==> config.mk <==
export PLATFORM = sky130hd
export DESIGN_NAME = rob_front
export DESIGN_NICKNAME = d
export VERILOG_FILES = /design/src/rob_pkg.sv /design/src/rob_front.sv
export SDC_FILE = /design/constraint.sdc
export NUM_CORES = 1
export LEC_CHECK = 0
export BUFFER_PORTS_ARGS = -buffer_cell sky130_fd_sc_hd__buf_2
export CAP_MARGIN = 40
export CORE_AREA = 5 5 145 147
export DETAILED_ROUTE_END_ITERATION = 6
export DIE_AREA = 0 0 150 152
export PLACE_DENSITY = 0.68
export SLEW_MARGIN = 40
export SYNTH_ARGS = -nofsm -noshare
export SYNTH_HDL_FRONTEND = slang
export SYNTH_SLANG_ARGS = --single-unit
==> constraint.sdc <==
create_clock -name clk_i -period 7 [get_ports clk_i]
set_clock_uncertainty 0.1 [all_clocks]
set_input_delay 0.7 -clock clk_i [delete_from_list [all_inputs] [get_ports clk_i]]
set_output_delay 0.7 -clock clk_i [all_outputs]
set_load 0.03 [all_outputs]
==> src/rob_pkg.sv <==
package rob_pkg;

  localparam int unsigned AddrW  = 19;
  localparam int unsigned PitchW = 12;
  localparam int unsigned CoordW = 11;
  localparam int unsigned DimW   = 12;
  localparam int unsigned CfgIdxW = 2;
  localparam int unsigned CfgDataW = 19;
  localparam logic [DimW-1:0] MaxDim = 12'd2048;

  typedef enum logic [1:0] {
    REQ_WRITE = 2'd0,
    REQ_READ  = 2'd1,
    REQ_BLIT  = 2'd2,
    REQ_NONE  = 2'd3
  } req_e;

  typedef enum logic [3:0] {
    ROP_COPY   = 4'd0,
    ROP_AND    = 4'd1,
    ROP_XOR    = 4'd2,
    ROP_CLEAR  = 4'd3,
    ROP_INVERT = 4'd4
  } rop_e;

  typedef enum logic [1:0] {
    CFG_SRC_BASE  = 2'd0,
    CFG_SRC_PITCH = 2'd1,
    CFG_DST_BASE  = 2'd2,
    CFG_DST_PITCH = 2'd3
  } cfg_e;

  typedef struct packed {
    logic [1:0]        req_type;
    logic [AddrW-1:0]  byte_addr;
    logic [7:0]        write_byte;
    logic [CoordW-1:0] src_col;
    logic [CoordW-1:0] src_row;
    logic [CoordW-1:0] dst_col;
    logic [CoordW-1:0] dst_row;
    logic [DimW-1:0]   rect_width;
    logic [DimW-1:0]   rect_height;
    logic [3:0]        rop;
  } req_t;

  typedef struct packed {
    logic [7:0]        read_byte;
    logic              status;
    logic [CoordW-1:0] box_left;
    logic [CoordW-1:0] box_top;
    logic [DimW-1:0]   box_right;
    logic [DimW-1:0]   box_bottom;
  } rsp_t;

  // classified command handed from front to back
  typedef struct packed {
    logic [1:0]        kind;
    logic              bad_rop;
    logic              descend;
    logic [3:0]        rop;
    logic [AddrW-1:0]  byte_addr;
    logic [7:0]        write_byte;
    logic [CoordW-1:0] src_col;
    logic [CoordW-1:0] src_row;
    logic [CoordW-1:0] dst_col;
    logic [CoordW-1:0] dst_row;
    logic [DimW-1:0]   width;
    logic [DimW-1:0]   height;
  } cmd_t;

endpackage

==> src/rob_front.sv <==
module rob_front (
  input  logic              clk_i,
  input  logic              rst_ni,
  input  logic              in_valid_i,
  output logic              in_ready_o,
  input  rob_pkg::req_t     in_data_i,
  output logic              cmd_valid_o,
  input  logic              cmd_ready_i,
  output rob_pkg::cmd_t     cmd_o
);
  import rob_pkg::*;

  // two-entry queue towards the back end
  cmd_t       q_mem [2];
  logic       wr_ptr_q, rd_ptr_q;
  logic [1:0] cnt_q;
  cmd_t       cmd_new;
  logic       push, pop;

  // classify the beat: clamp size, pick walk direction, flag bad mode
  always_comb begin
    cmd_new            = '0;
    cmd_new.kind       = in_data_i.req_type;
    cmd_new.bad_rop    = (in_data_i.rop > ROP_INVERT);
    cmd_new.descend    = !((in_data_i.src_row > in_data_i.dst_row) ||
                           ((in_data_i.src_row == in_data_i.dst_row) &&
                            (in_data_i.src_col >= in_data_i.dst_col)));
    cmd_new.rop        = in_data_i.rop;
    cmd_new.byte_addr  = in_data_i.byte_addr;
    cmd_new.write_byte = in_data_i.write_byte;
    cmd_new.src_col    = in_data_i.src_col;
    cmd_new.src_row    = in_data_i.src_row;
    cmd_new.dst_col    = in_data_i.dst_col;
    cmd_new.dst_row    = in_data_i.dst_row;
    cmd_new.width      = (in_data_i.rect_width > MaxDim) ? MaxDim : in_data_i.rect_width;
    cmd_new.height     = (in_data_i.rect_height > MaxDim) ? MaxDim : in_data_i.rect_height;
  end

  assign in_ready_o  = (cnt_q != 2'd2);
  assign push        = in_valid_i && in_ready_o;
  assign cmd_valid_o = (cnt_q != 2'd0);
  assign pop         = cmd_valid_o && cmd_ready_i;
  assign cmd_o       = q_mem[rd_ptr_q];

  // advance pointers and count
  always_ff @(posedge clk_i or negedge rst_ni) begin
    if (!rst_ni) begin
      wr_ptr_q <= 1'b0;
      rd_ptr_q <= 1'b0;
      cnt_q    <= 2'd0;
    end else begin
      if (push) wr_ptr_q <= ~wr_ptr_q;
      if (pop) rd_ptr_q <= ~rd_ptr_q;
      cnt_q <= cnt_q + {1'b0, push} - {1'b0, pop};
    end
  end

  // hold queued payload
  always_ff @(posedge clk_i) begin
    if (push) q_mem[wr_ptr_q] <= cmd_new;
  end

endmodule

# After elaboration in Yosys (flattened, before gate mapping)
# Memories as Yosys holds them, arrays and structs flattened.
# Index checks and enable logic that the tools add are counted.
[word_totals]
word_cells = 25
input_bits = 105
ff_bits = 4
mem_count = 1
mem_bits_rw = 206
out_inout_bits = 105
[memory_table]
columns = ["memory", "words", "width", "rd", "rd_ports_with_merged_regs", "write_ports", "line_no", "rtl"]
rows = [
  ["q_mem", 2, 103, 1, 0, 1, "rob_front.sv:14", "cmd_t q_mem [2];"],
]
[classes]
bitwise = 2
n_lt_le_gt_ge = 5
eq_ne = 2
n_addsub = 2
n_reduce_logical = 6
mux = 4
[op_table]
columns = ["operator", "count"]
rows = [
  ["12-bit greater-than comparator (second input constant)", 2],
  ["12-bit two-way mux", 2],
  ["11-bit equality test", 1],
  ["11-bit greater-or-equal comparator", 1],
  ["11-bit greater-than comparator", 1],
  ["4-bit by 3-bit greater-than comparator with 1-bit output (second input constant)", 1],
  ["1-bit logical AND", 3],
  ["2-bit by 1-bit adder with 2-bit output", 1],
  ["1-bit two-way mux", 2],
  ["2-bit != test (second input constant)", 1],
  ["1-bit inverter", 2],
  ["2-bit nonzero test", 1],
  ["2-bit by 1-bit subtractor with 2-bit output", 1],
  ["1-bit logical NOT", 1],
  ["1-bit logical OR", 1],
]

# Longest topological paths before layout
# Gate-level depths: netlist of the first run.
[depth]
depth_word = 4
ltp_mapped = 7
mapped_depth_nobuf = 7

# Worst setup path before layout of the first run
# Ideal clock, no wire load.
[synth_timing]
kind = "register to register"
start = "reg cnt_q[1]"
end = "mem q_mem[0][0] (netlist name) (enable)"
path_stages_with_launch = 4
n_path_buf = 0
arrival_time_ps = 5133
synth_period_minus_slack_ps = 5799
setup_slack_ps = 1201
setup_ps = 566
t_required_ps = 6334
path_cell_list = "dfrtp_1 nand2b_1 nand2_1 nor2_1"
[synth_via]
elab_chain_cells = 4
[synth_rtl]
columns = ["item", "line_no", "rtl"]
rows = [
  ["from (decl)", "rob_front.sv:16", "logic [1:0] cnt_q;"],
  ["from (signal assigned)", "rob_front.sv:54", "cnt_q <= cnt_q + {1'b0, push} - {1'b0, pop};"],
  ["2-bit != test", "rob_front.sv:39", "assign in_ready_o = (cnt_q != 2'd2);"],
  ["net in_ready_o", "rob_front.sv:5", "output logic in_ready_o,"],
  ["1-bit logical AND", "rob_front.sv:40", "assign push = in_valid_i && in_ready_o;"],
  ["1-bit two-way mux", "rob_front.sv:60", "if (push) q_mem[wr_ptr_q] <= cmd_new;"],
  ["1-bit two-way mux (not written as such)", "rob_front.sv:60", ""],
  ["to (decl)", "rob_front.sv:14", ""],
]
# The timed path passes the listed nets, and every way through them passes these cells.

==> flow_summary.toml, run 1 <==
[cts]
cts-htree-levels = 1
cts_sinks = 210
root_buffer = "clkbuf_16"
cts_resized = 0
numCtsBuffers = 23
max-clock-path-buffers = 3
cts_tree = "done"
clkTransAtPathRegs_ps = 60
insertion_delay_ps = 480
cts_setup_buffers = 0

[global_routing]
grt_max_degree = 75
antenna_found_initial = 3
grtUsageMet2 = 0.249
grt_pass1_wl_um = 26200
grt_overflow_total = 0
use_met3 = 0.0369
grt_util_met1 = 0.181
grt.total_usage = 0.144
grt-busiest-layer = "met2"
first_global_vias = 5047

[worst_hold_path]
hold_depth = 1
hold_start = "in_data_i[97]"
hold_class = "input port to register"
min_to = "q_mem[0][93]$_DFFE_PP_"

[detailed_routing]
viasPerCell = 4.79
firstDrtPassIters = 4
route.detailed.drc = 0
ant_nets = 0
drt-initial-drc-count = 155
wl_um = 16900
num_vias = 4551
wl_per_cell_um = 17.8

[power]
power_density_nw_per_um2 = 442
seqPwrFrac = 0.393
peakVddDrop_mv = 0.268
swShare = 0.347
clkPwrFrac = 0.247
switchingPower_mw = 1.64
p_leak_nw = 4.29
intPower_mw = 3.09
p_comb_frac = 0.360
power_mw = 4.73

[synth]
synth_seq_cells = 210
ys.flop_type = "edfxtp_1"
synth_area_leaders = "edfxtp_1, mux2_4, mux2_2"
synth_largest_area_cell = "edfxtp_1"
syn_area_um2 = 8600
synth_commonest_cells = "edfxtp_1, mux2_4, mux2_2"
synth_edf_count = 206
ys_types = 31
syn_area_per_cell_um2 = 19.4
yosysWarnings = 0
synth_top_area_share = 0.720
syn_inst = 442
synth_nets = 571
synthArstFlopShare = 0.0190
seq_area_frac_synth = 0.731
synth.most_common_cell = "edfxtp_1"

[setup_path]
start_kind = "register"
crit_chain = "buf_6 > mux2_2 > buf_2"
critPathMaxStageDelay_ps = 920
reg2reg_depth = 3
path_delay_family = "flip-flops"
cp_slowest_cell = "dfrtp_4"
crit_fanout = 57
rrSetupSlack_ps = 4490
crit_type = "register to output port"
cp-end-kind = "output port"
worst_ep_required_time_ps = 6200
reg2reg_to = "q_mem[1][23]$_DFFE_PP_"
crit_buf_inv = 2
r2r-start = "cnt_q[1]$_DFF_PN0_"
arrival_ps = 2720

[sta]
slew_headroom = 0.476
post-route-min-period_ps = 3520
rsz0062_at_grt = "false"
tightest_slew_ps = 786
tns_ps = 0
setup_viol = 0
whs_ps = 295
hold_violations = 0
period_share = 0.502
slew_viol_final = 0
max_freq_mhz = 284

[floorplanning]
die-area_um2 = 22800
start_util = 0.435
die_height_um = 152
die_x_um = 150
io_pins = 210
core_area_um2 = 19800
placement_rows = 52

[placement]
hpwl_um = 11400
place_congestion = 0.742
portBuffers = 209
dpl_cell_area_um2 = 9930

[final_layout]
num-fill-cells = 1641
finish.instance_area_um2 = 10700
antennaDiodeCount = 0
drive_above_1_share = 0.521
area.growth.synth_to_final_pct = 24.3
finalNetCount = 794

[flow_run]
drv_cap = 0

[run_status]
run_status = "completed"
-- cells by family (layout without fill, tap and decap cells) --
kind of cell	Yosys count	in the layout	synth area share
flops	210	210	0.731
mux	103	103	0.161
simple gates	44	44	0.0325
buf+inv	40	279	0.0243
fa+ha+maj	24	24	0.0349
compound gates	17	17	0.0118
xor+xnor	4	4	0.00408
-- registers in the layout (all words and copies together), names as in the netlist --
signal    flops
q_mem       206
rd_ptr_q      1
wr_ptr_q      1
cnt_q         2
-- worst max path at each step --
stage / from / end / slack [ps] / cells past startpoint
global placement: rd_ptr_q$_DFFE_PN0P_ / cmd_o[98] / 3710 / 3
floorplan: cnt_q[1]$_DFF_PN0_ / q_mem[0][0]$_DFFE_PP_ / 1200 / 3
CTS: rd_ptr_q$_DFFE_PN0P_ / cmd_o[25] / 3400 / 3
finish: rd_ptr_q$_DFFE_PN0P_ / cmd_o[25] / 3480 / 3
detailed placement: rd_ptr_q$_DFFE_PN0P_ / cmd_o[25] / 3930 / 3
global route: rd_ptr_q$_DFFE_PN0P_ / cmd_o[25] / 3330 / 3
-- metal layers --
metal  vias up  share of wire
li1       2132              -
met1      2219           0.41
met2       163           0.50
met3        31          0.071
met4         6          0.017
met5         -         0.0022
-- power groups by stage --
stage	Clock [mW]	Sequential (mW)	Combinational, mW
5_1_grt	1.26	1.89	1.80
4_1_cts	1.20	1.87	1.74
2_1_floorplan	0	1.83	1.36
6_report	1.17	1.86	1.70
3_5_place_dp	0	1.89	1.73
3_3_place_gp	0	1.88	1.70
-- layout make-up --
class                           count  area [µm²]  area share
Clock buffer                       31         646      0.0604
Clock inverter                     10        97.6     0.00913
Inverter                           24        90.1     0.00843
Multi-Input combinational cell    192        2110       0.198
Sequential cell                   210        6290       0.589
Tap cell                          270         338      0.0316
Timing Repair Buffer              214        1110       0.104
-- cell usage in the layout (no fill, tap or decap), drive strengths merged --
cell and n:
mux2 103, dlygate4sd3 1, bufinv 2, nand3 2, inv 24, nor2b 24
edfxtp 206, clkinvlp 2, nand2 2, dfrtp 4, xor2 1, nor2 3
nand3b 1, o21ai 6, or2 1, xnor2 3, and2 1, o211a 1
a211oi 1, a21oi 8, ha 24, nand2b 3, nand4 3, clkinv 6
nor3 2, and3 1, a41o 1, buf 213, and4 1, clkbuf 31
-- what timing repair did --
| item | in CTS | in global routing |
|---|---|---|
| hold endpoints to repair | 4 | 0 |
| hold buffers | 1 | 0 |
| setup endpoints to repair | 0 | 0 |
-- through the flow --
step	worst slack, ps	utilization	cells
2_1_floorplan	1200	-	442
3_3_place_gp	3710	0.501	908
3_5_place_dp	3930	0.502	909
4_1_cts	3400	0.540	951
5_1_grt	3330	0.540	951
6_report	3480	0.540	951
Note: power is estimated with default switching activity, not from simulation.
==> run 2, diff against run 1 <==
Clock period 7 ns to 3.61 ns, I/O delays scaled along.
==> run 2 against run 1 <==
Sequential power rose by 94%. Final cell count rose by 8.3%. Non-clock buffer count rose by 80. First-iteration DRC count rose by 11%. Flip-flop and latch count did not move. Critical path depth did not move. Worst setup slack got worse by 2800 ps. Combinational power rose by 100%. Hold slack got worse by 190 ps. Largest power group unchanged. Highest routed layer is now met4.
==> flow_summary.toml, run 2 (synthesized netlist as in run 1, its figures left out) <==
[power]
p_leak_nw = 4.63
power_mw = 9.17
switchingPower_mw = 3.20
seqPwrFrac = 0.392
intPower_mw = 5.97
clkPwrFrac = 0.237
peakVddDrop_mv = 0.449
swShare = 0.349
power_density_nw_per_um2 = 801
p_comb_frac = 0.371

[setup_path]
crit_type = "register to output port"
crit_fanout = 40
reg2reg_to = "q_mem[0][91]$_DFFE_PP_"
rrSetupSlack_ps = 1290
r2r-start = "cnt_q[0]$_DFF_PN0_"
worst_ep_required_time_ps = 3150
cp-end-kind = "output port"
start_kind = "register"
arrival_ps = 2420
reg2reg_depth = 4

[final_layout]
register_area_um2 = 6290
antennaDiodeCount = 0
num-fill-cells = 1541
area.growth.synth_to_final_pct = 33.2
reg_top3 = "q_mem: 206 flops, cnt_q: 2 flops"
top_register = "q_mem"
largest_reg_flops = 206
layout_common_cells = "buf_2, edfxtp_1, dlygate4sd3_1"
postLayoutCoreUtil = 0.579
final_common_cell = "buf_2"
drive_above_1_share = 0.474
multi_input_area_um2 = 2110
finalNetCount = 873
final-instance-count-excl-fill = 1030

[cts]
max-clock-path-buffers = 3
cts.hold.buffers_added = 78
cts_sinks = 210
cts-htree-levels = 1
root_buffer = "clkbuf_16"
cts_resized = 0
clkTransAtPathRegs_ps = 60
cts_setup_buffers = 0
numCtsBuffers = 22
insertion_delay_ps = 490
cts_tree = "done"

[detailed_routing]
drt-initial-drc-count = 172
ant_nets = 0
route.detailed.drc = 0
firstDrtPassIters = 4
num_vias = 4844
wl_um = 17600
wl_per_cell_um = 17.1
viasPerCell = 4.70

[worst_hold_path]
hold_depth = 2
hold_class = "input port to register"
hold_start = "in_data_i[11]"
min_to = "q_mem[0][7]$_DFFE_PP_"

[floorplanning]
start_util = 0.435
die-area_um2 = 22800
die_height_um = 152
core_area_um2 = 19800
io_pins = 210
die_x_um = 150
placement_rows = 52

[sta]
setup_viol = 0
whs_ps = 102
slew_headroom = 0.511
rsz0062_at_grt = "false"
hold_violations = 0
post-route-min-period_ps = 2880
max_freq_mhz = 348
tightest_slew_ps = 734
period_share = 0.797
tns_ps = 0
slew_viol_final = 0

[global_routing]
first_global_vias = 5427
grt_overflow_total = 0
grt_pass1_wl_um = 27800
grt.total_usage = 0.151
antenna_found_initial = 0
grt_max_degree = 82

[placement]
place_inst = 912
portBuffers = 209
place_congestion = 0.771
hpwl_um = 11800

[run_status]
run_status = "completed"

[flow_run]
drv_cap = 0
-- run 2: cell types whose count changed in the layout (fill, tap and decap cells not counted), sizes merged --
cell         before  now
dlygate4sd3       1   78
clkinv            6    8
buf             213  216
bufinv            2    1
clkinvlp          2    0
-- run 2: cell type report --
type | count | area share
Clock buffer | 31 | 0.0564
Multi-Input combinational cell | 192 | 0.185
Sequential cell | 210 | 0.549
Tap cell | 270 | 0.0295
Inverter | 24 | 0.00787
Timing Repair Buffer | 294 | 0.166
Clock inverter | 9 | 0.00579
-- run 2: power groups by stage --
stage / Sequential [mW] / Combinational, mW / Clock, mW
floorplan: 3.50 / 2.65 / 0
detailed placement: 3.66 / 3.38 / 0
global placement: 3.62 / 3.33 / 0
CTS: 3.61 / 3.46 / 2.23
global route: 3.66 / 3.61 / 2.34
finish: 3.60 / 3.40 / 2.17
-- run 2: critical path, stage by stage, from the launching register on --
cell,delay [ps]
dfrtp_4,890
buf_4,430
mux2_2,380
buf_2,180
-- run 2: through the flow --
step                instance area [µm²]  setup slack, ps
floorplan                          8600              681
global placement                   9950             1260
detailed placement                 9950             1230
CTS                               11400              680
global route                      11400              611
finish                            11400              733
-- run 2: worst max-delay path by stage --
stage	from	end	cells after the start
2_1_floorplan	cnt_q[1]$_DFF_PN0_	q_mem[0][0]$_DFFE_PP_	3
3_3_place_gp	rd_ptr_q$_DFFE_PN0P_	cmd_o[30]	3
3_5_place_dp	rd_ptr_q$_DFFE_PN0P_	cmd_o[30]	3
4_1_cts	rd_ptr_q$_DFFE_PN0P_	cmd_o[30]	3
5_1_grt	rd_ptr_q$_DFFE_PN0P_	cmd_o[29]	3
6_report	rd_ptr_q$_DFFE_PN0P_	cmd_o[29]	3
-- run 2: metal layers --
layer | vias to the layer above | routed length, µm | global-route usage
met1 | 2356 | 7170 | 0.187
met3 | 32 | 1350 | 0.0429
li1 | 2295 | - | -
met2 | 161 | 8770 | 0.263
met4 | 0 | 343 | 0.0366
met5 | - | 0 | 0
